<file path="src/rtl/core/tapat_pkg.sv">
// tapat_pkg: types, codes and constants shared by the angle tracker files
// no dependencies
`default_nettype none

package tapat_pkg;

    localparam int ERR_W    = 16;
    localparam int GAIN_W   = 16;
    localparam int ANGLE_W  = 17;
    localparam int CFG_D_W  = 17;
    localparam int CFG_I_W  = 3;
    localparam int SUM_W    = 32;
    localparam int MUL_A_W  = 17;
    localparam int MUL_B_W  = 32;
    localparam int PROD_W   = MUL_A_W + MUL_B_W;
    localparam int STEP_W   = 18;
    localparam int NUM_STEPS = 10;
    localparam int PC_W     = $clog2(NUM_STEPS);

    localparam logic [ANGLE_W-1:0] ANGLE_RESET = 17'd34560;

    localparam logic [CFG_I_W-1:0] REG_GAIN_PROP    = 3'd0;
    localparam logic [CFG_I_W-1:0] REG_GAIN_INTEG   = 3'd1;
    localparam logic [CFG_I_W-1:0] REG_GAIN_DERIV   = 3'd2;
    localparam logic [CFG_I_W-1:0] REG_MAX_STEP     = 3'd3;
    localparam logic [CFG_I_W-1:0] REG_SMOOTH_ALPHA = 3'd4;
    localparam logic [CFG_I_W-1:0] REG_BASE_MIN     = 3'd5;
    localparam logic [CFG_I_W-1:0] REG_BASE_MAX     = 3'd6;
    localparam logic [CFG_I_W-1:0] REG_ARM_MAX      = 3'd7;

    typedef logic [PC_W-1:0] t_pc;

    typedef enum logic [2:0] {
        MUL_NONE,
        MUL_ALPHA_D,
        MUL_GP_F,
        MUL_GI_SUM,
        MUL_GD_DERIV
    } t_mul_sel;

    typedef enum logic [2:0] {
        OP_NOP,
        OP_LOAD,
        OP_FILT,
        OP_INTEG,
        OP_STEP,
        OP_ANGLE,
        OP_DONE
    } t_op;

    typedef struct packed {
        t_mul_sel mul_sel;
        logic     acc_clr;
        logic     acc_add;
        t_op      op;
        logic     jmp_first;
        t_pc      jmp_target;
    } t_ctrl;

    typedef struct packed {
        logic  run;
        logic  axis;
        t_ctrl cw;
    } t_seq_out;

    typedef struct packed {
        logic out_hold;
    } t_dp_stat;

endpackage

`default_nettype wire

</file>
<file path="src/rtl/core/tapat_ucode_rom.sv">
// tapat_ucode_rom: microprogram of one control tick, one control word per step
// depends on tapat_pkg
`default_nettype none

module tapat_ucode_rom
    import tapat_pkg::*;
(
    input  wire t_pc   i_pc,
    output t_ctrl      o_cw
);

    always_comb begin
        o_cw.mul_sel    = MUL_NONE;
        o_cw.acc_clr    = 1'b0;
        o_cw.acc_add    = 1'b0;
        o_cw.op         = OP_NOP;
        o_cw.jmp_first  = 1'b0;
        o_cw.jmp_target = '0;
        unique case (i_pc)
            t_pc'(0): begin
                o_cw.op      = OP_LOAD;
                o_cw.acc_clr = 1'b1;
            end
            t_pc'(1): begin
                o_cw.mul_sel = MUL_ALPHA_D;
            end
            t_pc'(2): begin
                o_cw.op = OP_FILT;
            end
            t_pc'(3): begin
                o_cw.op      = OP_INTEG;
                o_cw.mul_sel = MUL_GP_F;
            end
            t_pc'(4): begin
                o_cw.mul_sel = MUL_GI_SUM;
                o_cw.acc_add = 1'b1;
            end
            t_pc'(5): begin
                o_cw.mul_sel = MUL_GD_DERIV;
                o_cw.acc_add = 1'b1;
            end
            t_pc'(6): begin
                o_cw.acc_add = 1'b1;
            end
            t_pc'(7): begin
                o_cw.op = OP_STEP;
            end
            t_pc'(8): begin
                o_cw.op         = OP_ANGLE;
                o_cw.jmp_first  = 1'b1;
                o_cw.jmp_target = t_pc'(0);
            end
            t_pc'(9): begin
                o_cw.op = OP_DONE;
            end
            default: begin
                o_cw.op = OP_DONE;
            end
        endcase
    end

endmodule

`default_nettype wire

</file>
<file path="src/rtl/core/tapat_sequencer.sv">
// tapat_sequencer: step counter, axis select and jump logic over the microcode rom
// depends on tapat_pkg, tapat_ucode_rom
`default_nettype none

module tapat_sequencer
    import tapat_pkg::*;
(
    input  wire            i_clk,
    input  wire            i_rst_n,
    input  wire            i_start,
    input  wire t_dp_stat  i_stat,
    output t_seq_out       o_seq,
    output logic           o_busy
);

    logic  r_busy, n_busy;
    logic  r_axis, n_axis;
    t_pc   r_pc, n_pc;
    t_ctrl cw;
    logic  run;

    tapat_ucode_rom u_rom (
        .i_pc (r_pc),
        .o_cw (cw)
    );

    assign run = r_busy && !((cw.op == OP_DONE) && i_stat.out_hold);

    always_comb begin
        n_busy = r_busy;
        n_axis = r_axis;
        n_pc   = r_pc;
        if (i_start) begin
            n_busy = 1'b1;
            n_axis = 1'b0;
            n_pc   = '0;
        end else if (run) begin
            if (cw.op == OP_DONE) begin
                n_busy = 1'b0;
                n_pc   = '0;
            end else if (cw.jmp_first && !r_axis) begin
                n_axis = 1'b1;
                n_pc   = cw.jmp_target;
            end else begin
                n_pc = r_pc + t_pc'(1);
            end
        end
    end

    always_ff @(posedge i_clk) begin
        if (!i_rst_n) begin
            r_busy <= 1'b0;
            r_axis <= 1'b0;
            r_pc   <= '0;
        end else begin
            r_busy <= n_busy;
            r_axis <= n_axis;
            r_pc   <= n_pc;
        end
    end

    assign o_seq.run  = run;
    assign o_seq.axis = r_axis;
    assign o_seq.cw   = cw;
    assign o_busy     = r_busy;

`ifndef SYNTHESIS
    a_pc_range: assert property (@(posedge i_clk) disable iff (!i_rst_n)
        r_busy |-> (r_pc <= t_pc'(NUM_STEPS - 1)))
        else $error("step counter out of program");
    a_start_idle: assert property (@(posedge i_clk) disable iff (!i_rst_n)
        i_start |-> !r_busy)
        else $error("start while busy");
    a_start_entry: assert property (@(posedge i_clk) disable iff (!i_rst_n)
        i_start |=> (r_busy && (r_pc == '0) && !r_axis))
        else $error("tick does not start at step zero on the base axis");
    a_done_idle: assert property (@(posedge i_clk) disable iff (!i_rst_n)
        (run && (cw.op == OP_DONE)) |-> r_axis)
        else $error("tick finished before the arm axis");
    a_done_fall: assert property (@(posedge i_clk) disable iff (!i_rst_n)
        (run && (cw.op == OP_DONE)) |=> !r_busy)
        else $error("sequencer still busy after final step");
`endif

endmodule

`default_nettype wire

</file>
<file path="config.mk">
export PLATFORM = sky130hd
export DESIGN_NAME = tapat_sequencer
export DESIGN_NICKNAME = d
export VERILOG_FILES = /design/src/rtl/core/tapat_pkg.sv /design/src/rtl/core/tapat_ucode_rom.sv /design/src/rtl/core/tapat_sequencer.sv
export SDC_FILE = /design/constraint.sdc
export NUM_CORES = 1
export LEC_CHECK = 0
export ABC_CLOCK_PERIOD_IN_PS = 2300
export BUFFER_PORTS_ARGS = -buffer_cell sky130_fd_sc_hd__buf_2
export CORE_AREA = 3 3 40 42
export DETAILED_ROUTE_END_ITERATION = 7
export DIE_AREA = 0 0 43 45
export PLACE_DENSITY = 0.74
export SYNTH_ARGS = -nofsm -noshare
export SYNTH_HDL_FRONTEND = slang
export SYNTH_SLANG_ARGS = --single-unit
</file>
<file path="constraint.sdc">
create_clock -name i_clk -period 2.3 [get_ports i_clk]
set_clock_uncertainty 0.15 [all_clocks]
set_input_delay 0.46 -clock i_clk [delete_from_list [all_inputs] [get_ports i_clk]]
set_output_delay 0.46 -clock i_clk [all_outputs]
set_load 0.01 [all_outputs]
</file>
==> metrics.md <==
| Metric | Value |
|---|---|
| FF-to-FF path depth | 8 |
| Initial antenna violation count | 0 |
| FF-to-FF setup slack | roughly 130 ps |
| Biggest area consumer among synthesized cells | dfxtp_1 |
| WL met3 | approximately 78 um |
| Cells after synthesis | 66 |
| Share of post-route cells with drive strength above 1 | 0.4382 |
| RePlAce Congestion | about 0.8 |
| Synth Warn # | 0 |
| Die area | approximately 1900 um^2 |
| # port buffers | 15 |
| VDD IR-drop max | between 0.2 and 0.25 mV |
| Worst Path Buf+Inv | 2 |
| Crit path time final | 2409 ps |
| CTS tree | built |
| Met1 Wirelength | between 500 and 600 um |
| Uppermost layer routed | met4 |
| Slack of the critical path | -108.7 ps |
| PD cells | ~390 nW/um^2 |
| Vias in the first global route | 445 |
| Psw | 0.00007694 W |
| Routed wire length | between 1 and 1.5 mm |
| Synth Register Bits | 6 |
| Combinational Power Share | 0.218 |
| Sw Share | 0.2840 |
| Max stage delay on crit path | 560 ps |
| Failing checks | setup timing |
| Grt ovf | 0 |
| Largest net degree at the start of global routing | 12 |
| Internal power | about 0.00019 W |
| Worst path cell trace | inv_4, ha_4, or4_4, a21o_1, o31ai_1, buf_2 |
| Hold_buf cts | 0 |
| Vias per inst | 4.933 |
| Seq pwr share | 0.408 |
| Worst hold path class | in2reg |
| Final hold viol count | 0 |
| Most common cell after layout, fill and taps aside | buf_2 |
| Residual DRC count | 0 |
| Max clock buf depth | 2 |
| Die Span X | between 40 and 50 um |
| CTS root buf | clkbuf_4 |
| # rows | 13 |
| Fmax | roughly 0.42 GHz |
| Max Slew Vio Count | 0 |
| Commonest non-fill, non-tap cells in the layout | 14 x buf_2, 10 x buf_4, 6 x nor2_1 |
| Top-level port count | 20 |
| Die Y | around 45 um |
| Placed cell count | 96 |
| Syn_area_per_cell | approximately 7.6 um^2 |
| Vias | 513 |
| Clk pwr share | 0.374 |
| 1st-iter DRT viols | 13 |
| Critical Path Start Type | flip-flop |
| Final Power | 0.0002709 W |
| Clock transition at path regs | ~50 ps |
| Final nets | 99 |
| Global Route Usage Sum | 0.1336 |
| Top cells by area, synth | dfxtp_1 24%, ha_1 10%, buf_4 9.0% |
| Core Area | roughly 1300 um^2 |
| Post-Layout Cell Count | ~100 |
| Synth top area share | 0.2388 |
| Crit. path cell count | 6 |
| CP Launch Point | r_pc[0] |
| Initial core utilization | 0.3914 |
| Critical Path End | o_seq[6] |
| RSZ-0062 raised after global routing | yes |
| Detail Route Antenna Nets | 0 |
| Final setup fails | 2 |
| Layout fillers | approximately 120 |
| Netlist cell types | 28 |
| Data required time of the worst path | 1690 ps |
| Final worst-path cycle share | 1.047 |
| Avg WL per Cell | around 13 um |
| Reg-to-Reg End | o_busy |
| Layout area overhead | 38.31% |
| Sequential fraction of the synthesis area | 0.2388 |
| TritonCTS buffer count | 3 |
| Arr. time, crit path | 1800 ps |
| First-pass iteration count of the detailed router | 4 |
| Antenna diodes | 0 |
| H-Tree Depth | 1 |
| Placed wire-length estimate | around 900 um |
| Area of the multi-input gates | ~350 um^2 |
| Leak Pwr | 0.3168 nW |
| Slowest cell on the critical path | or4_4 |
| First-pass GRT wire length | around 1.9 mm |
| Crit path max-delay family | simple AND/OR/NAND/NOR gates |
| Critical path type | reg2out |
| TritonCTS Sinks | 6 |
| MaxCap Viol Count | 0 |
| WL met2 | 646 um |
| Worst R2R Start | r_pc[0] |
| Clock network latency to the later pin of the worst-skew pair | roughly 250 ps |
| Seq. cell area | between 100 and 150 um^2 |
| Max FO, Critical Path | 5 |
| Status | finished with violations |
| Syn Std Cell Area | just over 500 um^2 |
| Critical path endpoint category | primary output |
==> power by group through the flow <==
stage	logic (W)	clock network [W]	registers [W]
detailed placement	0.0000467	0	0.000112
CTS	0.0000541	0.000108	0.000111
finish	0.0000589	0.000101	0.000111
global route	0.0000640	0.000110	0.000111
floorplan	0.0000345	0	0.000112
global placement	0.0000461	0	0.000112
==> worst register-to-register path: cells and delay by family (launching register included) <==
family / cells / cell delay (ps)
AO/OA/AOI/OAI: 3 / 510
adder cells (fa/ha/maj): 1 / 150
buffers and inverters: 3 / 320
flip-flops: 1 / 370
AND/OR/NAND/NOR: 1 / 560
==> worst min-delay path by stage <==
| stage | endpoint | slack [ps] | startpoint | depth (start not counted) |
|---|---|---|---|---|
| after floorplan | r_axis | 310 | r_axis | 2 |
| after global placement | r_axis | 340 | r_axis | 2 |
| after detailed placement | r_axis | 340 | r_axis | 2 |
| after CTS | o_busy | 290 | i_rst_n | 2 |
| after global routing | o_busy | 300 | i_rst_n | 2 |
| final | o_busy | 290 | i_rst_n | 2 |
==> layout make-up <==
type / instances / area share
multi-input cells: 49 / 0.5000
repair buffers: 25 / 0.2248
flip-flops and latches: 6 / 0.1799
inverters: 6 / 0.03597
clock buffers: 3 / 0.03237
well taps: 15 / 0.02698
==> state kept, by name, indices dropped and copies added (netlist names) <==
register  count
r_axis        1
r_pc          4
o_busy        1
==> per-stage QoR <==
stage / instance area [um^2] / hold slack [ps] / setup TNS [ps] / util / setup slack, ps
after floorplan: 514.2 / 310.9 / 0 / - / 64.22
after global placement: 593.1 / 341.0 / 0 / 0.4615 / 55.30
after detailed placement: 593.1 / 343.2 / 0 / 0.4615 / 32.66
after CTS: 673.1 / 285.0 / -223.5 / 0.5239 / -122.4
after global routing: 695.7 / 300.2 / -337.5 / 0.5414 / -182.6
final: 695.7 / 291.8 / -209.7 / 0.5414 / -108.7
==> timing repair <==
item | in CTS | in global routing
gates resized for setup | 9 | 3
pin swaps | 3 | 2
setup endpoints to repair | 3 | 2
setup buffers | 3 | 2
==> synth_stat cells (all sizes together) <==
cell	n
o221ai	1
or4	1
clkbuf	2
o31a	1
dfxtp	6
a21o	1
conb	1
ha	4
o311ai	1
o32ai	1
inv	6
o31ai	1
nor3	2
and3	1
xnor2	1
buf	6
o21ai	1
nor2b	3
nor2	6
a32oi	1
nand4	1
a31oi	1
nand2	5
nand2b	2
nand3	4
o21a	2
a21oi	4
==> routing by layer <==
metal,global-route usage,vias to the layer above
li1,-,266
met3,0.03586,2
met1,0.1553,226
met4,0.09036,0
met5,0,-
met2,0.2156,19
==> cells by family after synthesis <==
kind of cell	after synthesis	share of synthesized area
AO/OA/AOI/OAI	15	0.2363
XOR/XNOR	1	0.01742
adder cells (fa/ha/maj)	4	0.09951
buffers and inverters	14	0.1492
flip-flops	6	0.2388
other	1	0.007456
AND/OR/NAND/NOR	25	0.2513
Note: power is estimated with default switching activity, not from simulation.
