<file path="src/rtl/core/tapat_pkg.sv">
// tapat_pkg: types, codes and constants shared by the angle tracker files
// no dependencies
`default_nettype none

package tapat_pkg;

    localparam int ERR_W    = 16;
    localparam int GAIN_W   = 16;
    localparam int ANGLE_W  = 17;
    localparam int CFG_D_W  = 17;
    localparam int CFG_I_W  = 3;
    localparam int SUM_W    = 32;
    localparam int MUL_A_W  = 17;
    localparam int MUL_B_W  = 32;
    localparam int PROD_W   = MUL_A_W + MUL_B_W;
    localparam int STEP_W   = 18;
    localparam int NUM_STEPS = 10;
    localparam int PC_W     = $clog2(NUM_STEPS);

    localparam logic [ANGLE_W-1:0] ANGLE_RESET = 17'd34560;

    localparam logic [CFG_I_W-1:0] REG_GAIN_PROP    = 3'd0;
    localparam logic [CFG_I_W-1:0] REG_GAIN_INTEG   = 3'd1;
    localparam logic [CFG_I_W-1:0] REG_GAIN_DERIV   = 3'd2;
    localparam logic [CFG_I_W-1:0] REG_MAX_STEP     = 3'd3;
    localparam logic [CFG_I_W-1:0] REG_SMOOTH_ALPHA = 3'd4;
    localparam logic [CFG_I_W-1:0] REG_BASE_MIN     = 3'd5;
    localparam logic [CFG_I_W-1:0] REG_BASE_MAX     = 3'd6;
    localparam logic [CFG_I_W-1:0] REG_ARM_MAX      = 3'd7;

    typedef logic [PC_W-1:0] t_pc;

    typedef enum logic [2:0] {
        MUL_NONE,
        MUL_ALPHA_D,
        MUL_GP_F,
        MUL_GI_SUM,
        MUL_GD_DERIV
    } t_mul_sel;

    typedef enum logic [2:0] {
        OP_NOP,
        OP_LOAD,
        OP_FILT,
        OP_INTEG,
        OP_STEP,
        OP_ANGLE,
        OP_DONE
    } t_op;

    typedef struct packed {
        t_mul_sel mul_sel;
        logic     acc_clr;
        logic     acc_add;
        t_op      op;
        logic     jmp_first;
        t_pc      jmp_target;
    } t_ctrl;

    typedef struct packed {
        logic  run;
        logic  axis;
        t_ctrl cw;
    } t_seq_out;

    typedef struct packed {
        logic out_hold;
    } t_dp_stat;

endpackage

`default_nettype wire

</file>
<file path="src/rtl/core/tapat_datapath.sv">
// tapat_datapath: config registers, axis state, shared multiplier, accumulator, output register
// depends on tapat_pkg
`default_nettype none

module tapat_datapath
    import tapat_pkg::*;
(
    input  wire                       i_clk,
    input  wire                       i_rst_n,
    input  wire                       i_cfg_we,
    input  wire [CFG_I_W-1:0]         i_cfg_index,
    input  wire [CFG_D_W-1:0]         i_cfg_data,
    input  wire                       i_start,
    input  wire signed [ERR_W-1:0]    i_x_error,
    input  wire signed [ERR_W-1:0]    i_y_error,
    input  wire t_seq_out             i_seq,
    input  wire                       i_out_ready,
    output logic                      o_out_valid,
    output logic [ANGLE_W-1:0]        o_base_angle,
    output logic [ANGLE_W-1:0]        o_arm_angle,
    output t_dp_stat                  o_stat
);

    // configuration
    logic signed [GAIN_W-1:0] r_gain_prop, r_gain_integ, r_gain_deriv;
    logic [GAIN_W-1:0]        r_max_step, r_alpha;
    logic [ANGLE_W-1:0]       r_base_min, r_base_max, r_arm_max;

    // per-axis state
    logic signed [ERR_W-1:0]  r_filt [2];
    logic signed [ERR_W-1:0]  r_prev [2];
    logic signed [SUM_W-1:0]  r_sum  [2];
    logic [ANGLE_W-1:0]       r_angle [2];

    // working registers
    logic signed [ERR_W-1:0]  r_x, r_y, r_e;
    logic signed [ERR_W:0]    r_deriv;
    logic signed [PROD_W-1:0] r_prod, r_acc;
    logic signed [STEP_W-1:0] r_step;
    logic                     r_out_valid;
    logic [ANGLE_W-1:0]       r_out_base, r_out_arm;

    logic                     ax;
    logic                     run;
    t_ctrl                    cw;
    logic signed [ERR_W-1:0]  f_cur, y_neg;
    logic signed [ERR_W:0]    d_err, deriv_new;
    logic signed [MUL_A_W-1:0] mul_a;
    logic signed [MUL_B_W-1:0] mul_b;
    logic signed [PROD_W-1:0] mul_p, prod_rnd, acc_rnd, acc_sum;
    logic signed [STEP_W-1:0] filt_inc;
    logic signed [ERR_W+2:0]  filt_sum;
    logic signed [ERR_W-1:0]  filt_new;
    logic signed [SUM_W:0]    sum_ext;
    logic signed [SUM_W-1:0]  sum_new;
    logic signed [34:0]       step_raw, lim_pos, lim_neg;
    logic signed [STEP_W-1:0] step_new;
    logic signed [ANGLE_W+1:0] ang_sum, win_lo, win_hi;
    logic [ANGLE_W-1:0]       ang_new;
    logic                     out_hold;

    assign ax    = i_seq.axis;
    assign run   = i_seq.run;
    assign cw    = i_seq.cw;
    assign f_cur = r_filt[ax];

    // negated y saturates at the most positive code when y is the most negative code
    assign y_neg = (r_y == $signed({1'b1, {(ERR_W-1){1'b0}}})) ?
                   $signed({1'b0, {(ERR_W-1){1'b1}}}) : -r_y;

    assign d_err     = $signed({r_e[ERR_W-1], r_e}) - $signed({f_cur[ERR_W-1], f_cur});
    assign deriv_new = $signed({f_cur[ERR_W-1], f_cur}) -
                       $signed({r_prev[ax][ERR_W-1], r_prev[ax]});

    always_comb begin
        mul_a = '0;
        mul_b = '0;
        case (cw.mul_sel)
            MUL_ALPHA_D: begin
                mul_a = $signed({1'b0, r_alpha});
                mul_b = $signed({{(MUL_B_W-ERR_W-1){d_err[ERR_W]}}, d_err});
            end
            MUL_GP_F: begin
                mul_a = $signed({r_gain_prop[GAIN_W-1], r_gain_prop});
                mul_b = $signed({{(MUL_B_W-ERR_W){f_cur[ERR_W-1]}}, f_cur});
            end
            MUL_GI_SUM: begin
                mul_a = $signed({r_gain_integ[GAIN_W-1], r_gain_integ});
                mul_b = r_sum[ax];
            end
            MUL_GD_DERIV: begin
                mul_a = $signed({r_gain_deriv[GAIN_W-1], r_gain_deriv});
                mul_b = $signed({{(MUL_B_W-ERR_W-1){r_deriv[ERR_W]}}, r_deriv});
            end
            default: begin
                mul_a = '0;
                mul_b = '0;
            end
        endcase
    end

    assign mul_p = mul_a * mul_b;

    // low-pass update, round half up by 2^16
    assign prod_rnd = r_prod + $signed(PROD_W'(32768));
    assign filt_inc = prod_rnd[16+STEP_W-1:16];
    assign filt_sum = $signed({{3{f_cur[ERR_W-1]}}, f_cur}) +
                      $signed({filt_inc[STEP_W-1], filt_inc});

    always_comb begin
        if (filt_sum > $signed((ERR_W+3)'(32767))) begin
            filt_new = $signed(ERR_W'(32767));
        end else if (filt_sum < -$signed((ERR_W+3)'(32768))) begin
            filt_new = $signed({1'b1, {(ERR_W-1){1'b0}}});
        end else begin
            filt_new = filt_sum[ERR_W-1:0];
        end
    end

    // integral with 32-bit saturation
    assign sum_ext = $signed({r_sum[ax][SUM_W-1], r_sum[ax]}) +
                     $signed({{(SUM_W-ERR_W+1){f_cur[ERR_W-1]}}, f_cur});

    always_comb begin
        if (sum_ext[SUM_W] != sum_ext[SUM_W-1]) begin
            sum_new = sum_ext[SUM_W] ? $signed({1'b1, {(SUM_W-1){1'b0}}})
                                     : $signed({1'b0, {(SUM_W-1){1'b1}}});
        end else begin
            sum_new = sum_ext[SUM_W-1:0];
        end
    end

    assign acc_sum = r_acc + r_prod;

    // step: round half up by 2^14, clamp to max_step
    assign acc_rnd  = r_acc + $signed(PROD_W'(8192));
    assign step_raw = acc_rnd[PROD_W-1:14];
    assign lim_pos  = $signed({19'd0, r_max_step});
    assign lim_neg  = -lim_pos;

    always_comb begin
        if (step_raw < lim_neg) begin
            step_new = lim_neg[STEP_W-1:0];
        end else if (step_raw > lim_pos) begin
            step_new = lim_pos[STEP_W-1:0];
        end else begin
            step_new = step_raw[STEP_W-1:0];
        end
    end

    // angle window, lower bound tested first
    assign ang_sum = $signed({1'b0, r_angle[ax]}) + $signed({r_step[STEP_W-1], r_step});
    assign win_lo  = ax ? '0 : $signed({2'b00, r_base_min});
    assign win_hi  = ax ? $signed({2'b00, r_arm_max}) : $signed({2'b00, r_base_max});

    always_comb begin
        if (ang_sum < win_lo) begin
            ang_new = win_lo[ANGLE_W-1:0];
        end else if (ang_sum > win_hi) begin
            ang_new = win_hi[ANGLE_W-1:0];
        end else begin
            ang_new = ang_sum[ANGLE_W-1:0];
        end
    end

    assign out_hold = r_out_valid && !i_out_ready;

    // configuration and axis state
    always_ff @(posedge i_clk) begin
        if (!i_rst_n) begin
            r_gain_prop  <= -16'sd205;
            r_gain_integ <= 16'sd0;
            r_gain_deriv <= -16'sd2816;
            r_max_step   <= 16'd2304;
            r_alpha      <= 16'd13107;
            r_base_min   <= 17'd16640;
            r_base_max   <= 17'd29440;
            r_arm_max    <= 17'd11520;
            for (int a = 0; a < 2; a++) begin
                r_filt[a]  <= '0;
                r_prev[a]  <= '0;
                r_sum[a]   <= '0;
                r_angle[a] <= ANGLE_RESET;
            end
        end else begin
            if (i_cfg_we) begin
                case (i_cfg_index)
                    REG_GAIN_PROP:    r_gain_prop  <= i_cfg_data[GAIN_W-1:0];
                    REG_GAIN_INTEG:   r_gain_integ <= i_cfg_data[GAIN_W-1:0];
                    REG_GAIN_DERIV:   r_gain_deriv <= i_cfg_data[GAIN_W-1:0];
                    REG_MAX_STEP:     r_max_step   <= i_cfg_data[GAIN_W-1:0];
                    REG_SMOOTH_ALPHA: r_alpha      <= i_cfg_data[GAIN_W-1:0];
                    REG_BASE_MIN:     r_base_min   <= i_cfg_data;
                    REG_BASE_MAX:     r_base_max   <= i_cfg_data;
                    REG_ARM_MAX:      r_arm_max    <= i_cfg_data;
                    default: ;
                endcase
            end
            if (run) begin
                case (cw.op)
                    OP_FILT: r_filt[ax] <= filt_new;
                    OP_INTEG: begin
                        r_sum[ax]  <= sum_new;
                        r_prev[ax] <= f_cur;
                    end
                    OP_ANGLE: r_angle[ax] <= ang_new;
                    default: ;
                endcase
            end
        end
    end

    // working registers, no reset needed
    always_ff @(posedge i_clk) begin
        if (i_start) begin
            r_x <= i_x_error;
            r_y <= i_y_error;
        end
        if (run) begin
            r_prod <= mul_p;
            if (cw.acc_clr) begin
                r_acc <= '0;
            end else if (cw.acc_add) begin
                r_acc <= acc_sum;
            end
            case (cw.op)
                OP_LOAD:  r_e <= ax ? y_neg : r_x;
                OP_INTEG: r_deriv <= deriv_new;
                OP_STEP:  r_step <= step_new;
                OP_DONE: begin
                    r_out_base <= r_angle[0];
                    r_out_arm  <= r_angle[1];
                end
                default: ;
            endcase
        end
    end

    // output word register
    always_ff @(posedge i_clk) begin
        if (!i_rst_n) begin
            r_out_valid <= 1'b0;
        end else if (run && (cw.op == OP_DONE)) begin
            r_out_valid <= 1'b1;
        end else if (i_out_ready) begin
            r_out_valid <= 1'b0;
        end
    end

    assign o_out_valid     = r_out_valid;
    assign o_base_angle    = r_out_base;
    assign o_arm_angle     = r_out_arm;
    assign o_stat.out_hold = out_hold;

`ifndef SYNTHESIS
    a_done_not_blocked: assert property (@(posedge i_clk) disable iff (!i_rst_n)
        (run && (cw.op == OP_DONE)) |-> !out_hold)
        else $error("result overwrote a word not yet taken");
    a_done_valid: assert property (@(posedge i_clk) disable iff (!i_rst_n)
        (run && (cw.op == OP_DONE)) |=> r_out_valid)
        else $error("result not presented after final step");
    a_arm_window: assert property (@(posedge i_clk) disable iff (!i_rst_n)
        (run && (cw.op == OP_ANGLE) && ax) |=> (r_angle[1] <= $past(r_arm_max)))
        else $error("arm angle left its window");
`endif

endmodule

`default_nettype wire

</file>
<file path="config.mk">
export PLATFORM = sky130hd
export DESIGN_NAME = tapat_datapath
export DESIGN_NICKNAME = d
export VERILOG_FILES = /design/src/rtl/core/tapat_pkg.sv /design/src/rtl/core/tapat_datapath.sv
export SDC_FILE = /design/constraint.sdc
export NUM_CORES = 2
export LEC_CHECK = 0
export BUFFER_PORTS_ARGS = -buffer_cell sky130_fd_sc_hd__buf_2
export CORE_MARGIN = 4
export CORE_UTILIZATION = 25
export DETAILED_ROUTE_END_ITERATION = 6
export SYNTH_ARGS = -nofsm -noshare
export SYNTH_HDL_FRONTEND = slang
export SYNTH_SLANG_ARGS = --single-unit
</file>
<file path="constraint.sdc">
create_clock -name i_clk -period 23.6 [get_ports i_clk]
set_input_delay 1.18 -clock i_clk [delete_from_list [all_inputs] [get_ports i_clk]]
set_output_delay 1.18 -clock i_clk [all_outputs]
set_load 0.05 [all_outputs]
</file>
==> reports/qor.txt <==
Clk slew on worst S/H paths: 0.06 ns
#FFs+latches synth: 509
Critical Path AT: 12.71 ns
Synth top area cells: edfxtp_1 (23%), fa_1 (21%), ha_1 (8.9%), dfxtp_1 (5.3%), inv_1 (5.1%)
Vias in the first global route: 39.1k
Min Tclk post-route: 12.34 ns
CTS resizes: 0
Top-count cell post-synth: inv_1
Crit-path max FO: 60
Max_cap viols: 0
RSZ-0062 raised after global routing: no
Startpoint class of the critical path: input pin
Setup crit end: r_prod[48]$_DFFE_PP_
Critical Path Start: i_seq[13]
Commonest cells in the netlist: inv_1 (677), nand2_1 (641), nor2_1 (576), fa_1 (527), edfxtp_1 (377)
First-pass GRT wire length: 224 mm
Post-synth cell types: 91
Mapped cell area: 0.0495 mm2
Number of buffers created by CTS: 56
Fmax: 81.1 MHz
Buffers on Ports: 102
# H-tree levels: 2
Fin util: 0.279
Comb power frac: 0.478
Pre-CTS setup slack: 10.70 ns
Final instance area: 0.0550 mm2
Post-CTS Repair Setup Buffers: 0
Final-report setup violation count: 0
Syn Area/Cell: 9.32 um2
Core Area: 0.197 mm2
Clock Tree Buf Depth: 3
GPL Wtd Cong: 0.899
Synth Net Count: 6,262
Share of cells above drive strength 1: 0.0703
DR pass1 iterations: 6
Max Slew Vio Count: 0
Via density: 4.80
Initial Utilization: 0.251
Fillers: 20.8k
Register area share after synthesis: 0.282
Setup TNS: 0 ns
Die Area: 0.205 mm2
Total wire length: 143 mm
PnR worst setup slack: 11.27 ns
CP max stage delay: 0.77 ns
Top-area cell type share of the netlist area: 0.229
Drt drc: 0
Crit end category: flop
Hpwl dp: 110 mm
Nets@finish: 6,254
Cell area after placement: 0.0530 mm2
Net Sw Power: 1730 uW
Row count: 163
Post-route ant nets: 0
Flop pwr share: 0.293
Slew margin rel.: 0.154
Asr flop ratio synth: 0
Slowest stage cell, crit path: o31ai_1
Final Hold Fails: 0
Largest net degree at the start of global routing: 76
Critical path's most frequent cell: fa_1
R2R Setup Slk: 11.89 ns
Pwr dens: 75.3 mW/mm2
Clk pwr share: 0.230
Internal: 2420 uW
RR Endpoint: r_prod[48]$_DFFE_PP_
CTS Hold Bufs: 0
Worst-margin pin slew: 1.27 ns
Post-synth EDFFs: 377
Most used DFF post-synth: edfxtp_1
Clk_skew: 0.0504 ns
Leak: 0.0238 uW
Initial antenna violation count: 7
Congestion Overflow GR: 0
Hold WC Path Type: flop to flop
Period utilization: 0.523
WS Path Type: input pin to flop
Root buf cell: clkbuf_16
Clock Sinks: 509
Die Wd: 453 um
Biggest area consumer among synthesized cells: edfxtp_1
Area delta synth->final: 11.1%
Initial DRC count: 2,969
Syn Inst Count: 5,312
Status: finished, final reports clean
Wire per inst: 17.8 um
R2R cell count: 37
Ys Warns: 0
Die height: 453 um
GRT Util Overall: 0.137
VDD IR max: 0.0626 mV
CP Data Required Time: 23.98 ns
Via count: 38.4k
CTS tree: done
Worst r2r src: r_filt[1][1]$_SDFFCE_PN0P_
Sw Share: 0.417
Later-pin clock latency in the skew report: 0.67 ns
IO Count: 108
==> routing by layer <==
metal  track usage  wire [um]
met5             0         13
met4        0.0377       4060
met3        0.0191       9470
met2         0.232      67300
met1         0.182      61700
==> power groups by stage <==
| stage | clock network (uW) | registers, uW | logic [uW] |
|---|---|---|---|
| 2_1_floorplan | 0 | 1180 | 1450 |
| 3_3_place_gp | 0 | 1230 | 1920 |
| 3_5_place_dp | 0 | 1230 | 1950 |
| 4_1_cts | 969 | 1210 | 1970 |
| 5_1_grt | 1010 | 1220 | 2220 |
| 6_report | 951 | 1210 | 1980 |
==> registers in the layout (all words and copies together), names as in the netlist <==
name and cells:
r_base_max 17, r_base_min 17, r_acc 49, o_base_angle 17
r_arm_max 17, r_x 16, r_gain_integ 16, r_filt 32
o_out_valid 1, r_angle 34, r_y 16, r_sum 64
r_gain_deriv 16, r_alpha 16, r_deriv 17, r_prod 49
r_gain_prop 16, o_arm_angle 17, r_prev 32, r_max_step 16
r_step 18, r_e 16
==> worst max-delay path, delay by kind of cell <==
kind,cells,cell delay (ns)
muxes,1,0.42
xor gates and xnor gates,1,0.09
and+or+nand+nor,4,0.65
AOI/OAI and AO/OA,17,5.32
buffers and inverters,6,1.23
adders and majority gates,8,3.77
==> through the flow <==
step	hold slack (ns)	std cells	power (uW)
final	0.441	7994	4140
after global routing	0.453	7991	4450
after CTS	0.443	7991	4150
after detailed placement	0.431	7886	3180
after global placement	0.426	7886	3150
after floorplan	0.420	5312	2630
==> cell type report <==
type | count | area [um2] | share of cell area
multi-input cells | 3902 | 32300 | 0.587
flip-flops and latches | 509 | 14000 | 0.254
well taps | 2640 | 3300 | 0.0600
inverters | 679 | 2550 | 0.0463
clock buffers | 63 | 1430 | 0.0260
repair buffers | 156 | 925 | 0.0168
clock inverters | 42 | 532 | 0.00967
diodes | 3 | 7.51 | 0.000136
==> cells by family (layout without fill, tap and decap cells) <==
| family | Yosys count | after routing | synth area share |
|---|---|---|---|
| AND/OR/NAND/NOR | 1720 | 1720 | 0.153 |
| AO/OA/AOI/OAI | 955 | 955 | 0.127 |
| buffers and inverters | 901 | 940 | 0.0691 |
| adder cells (fa/ha/maj) | 878 | 878 | 0.302 |
| flip-flops | 509 | 509 | 0.282 |
| XOR/XNOR | 235 | 235 | 0.0416 |
| multiplexers | 114 | 114 | 0.0245 |
| other | 0 | 3 | 0 |
==> worst min path at each step <==
stage / end / slack (ns) / from / cells past startpoint
6_report: o_arm_angle[3]$_DFFE_PP_ / 0.44 / r_angle[1][3]$_SDFFCE_PN0P_ / 0
5_1_grt: o_arm_angle[1]$_DFFE_PP_ / 0.45 / r_angle[1][1]$_SDFFCE_PN0P_ / 0
4_1_cts: o_base_angle[9]$_DFFE_PP_ / 0.44 / r_angle[0][9]$_SDFFCE_PN1P_ / 0
3_5_place_dp: o_arm_angle[3]$_DFFE_PP_ / 0.43 / r_angle[1][3]$_SDFFCE_PN0P_ / 0
3_3_place_gp: o_arm_angle[9]$_DFFE_PP_ / 0.43 / r_angle[1][9]$_SDFFCE_PN1P_ / 0
2_1_floorplan: o_arm_angle[0]$_DFFE_PP_ / 0.42 / r_angle[1][0]$_SDFFCE_PN0P_ / 0
==> placed cells by master, fill, tap and decap left out, types with 54 or more instances in the layout <==
master	count
clkbuf_16	56
o21ai_0	186
fa_1	527
dfxtp_1	132
a21oi_1	223
buf_4	55
a21o_1	100
ha_1	351
nand2b_1	67
nand3_1	127
xnor2_1	152
buf_2	100
nand4_1	54
nor2_1	573
xor2_1	83
edfxtp_1	377
a21boi_0	104
nand2_1	637
mux2i_1	56
inv_1	677
mux2_2	58
Power figures use the tool's default switching activity.
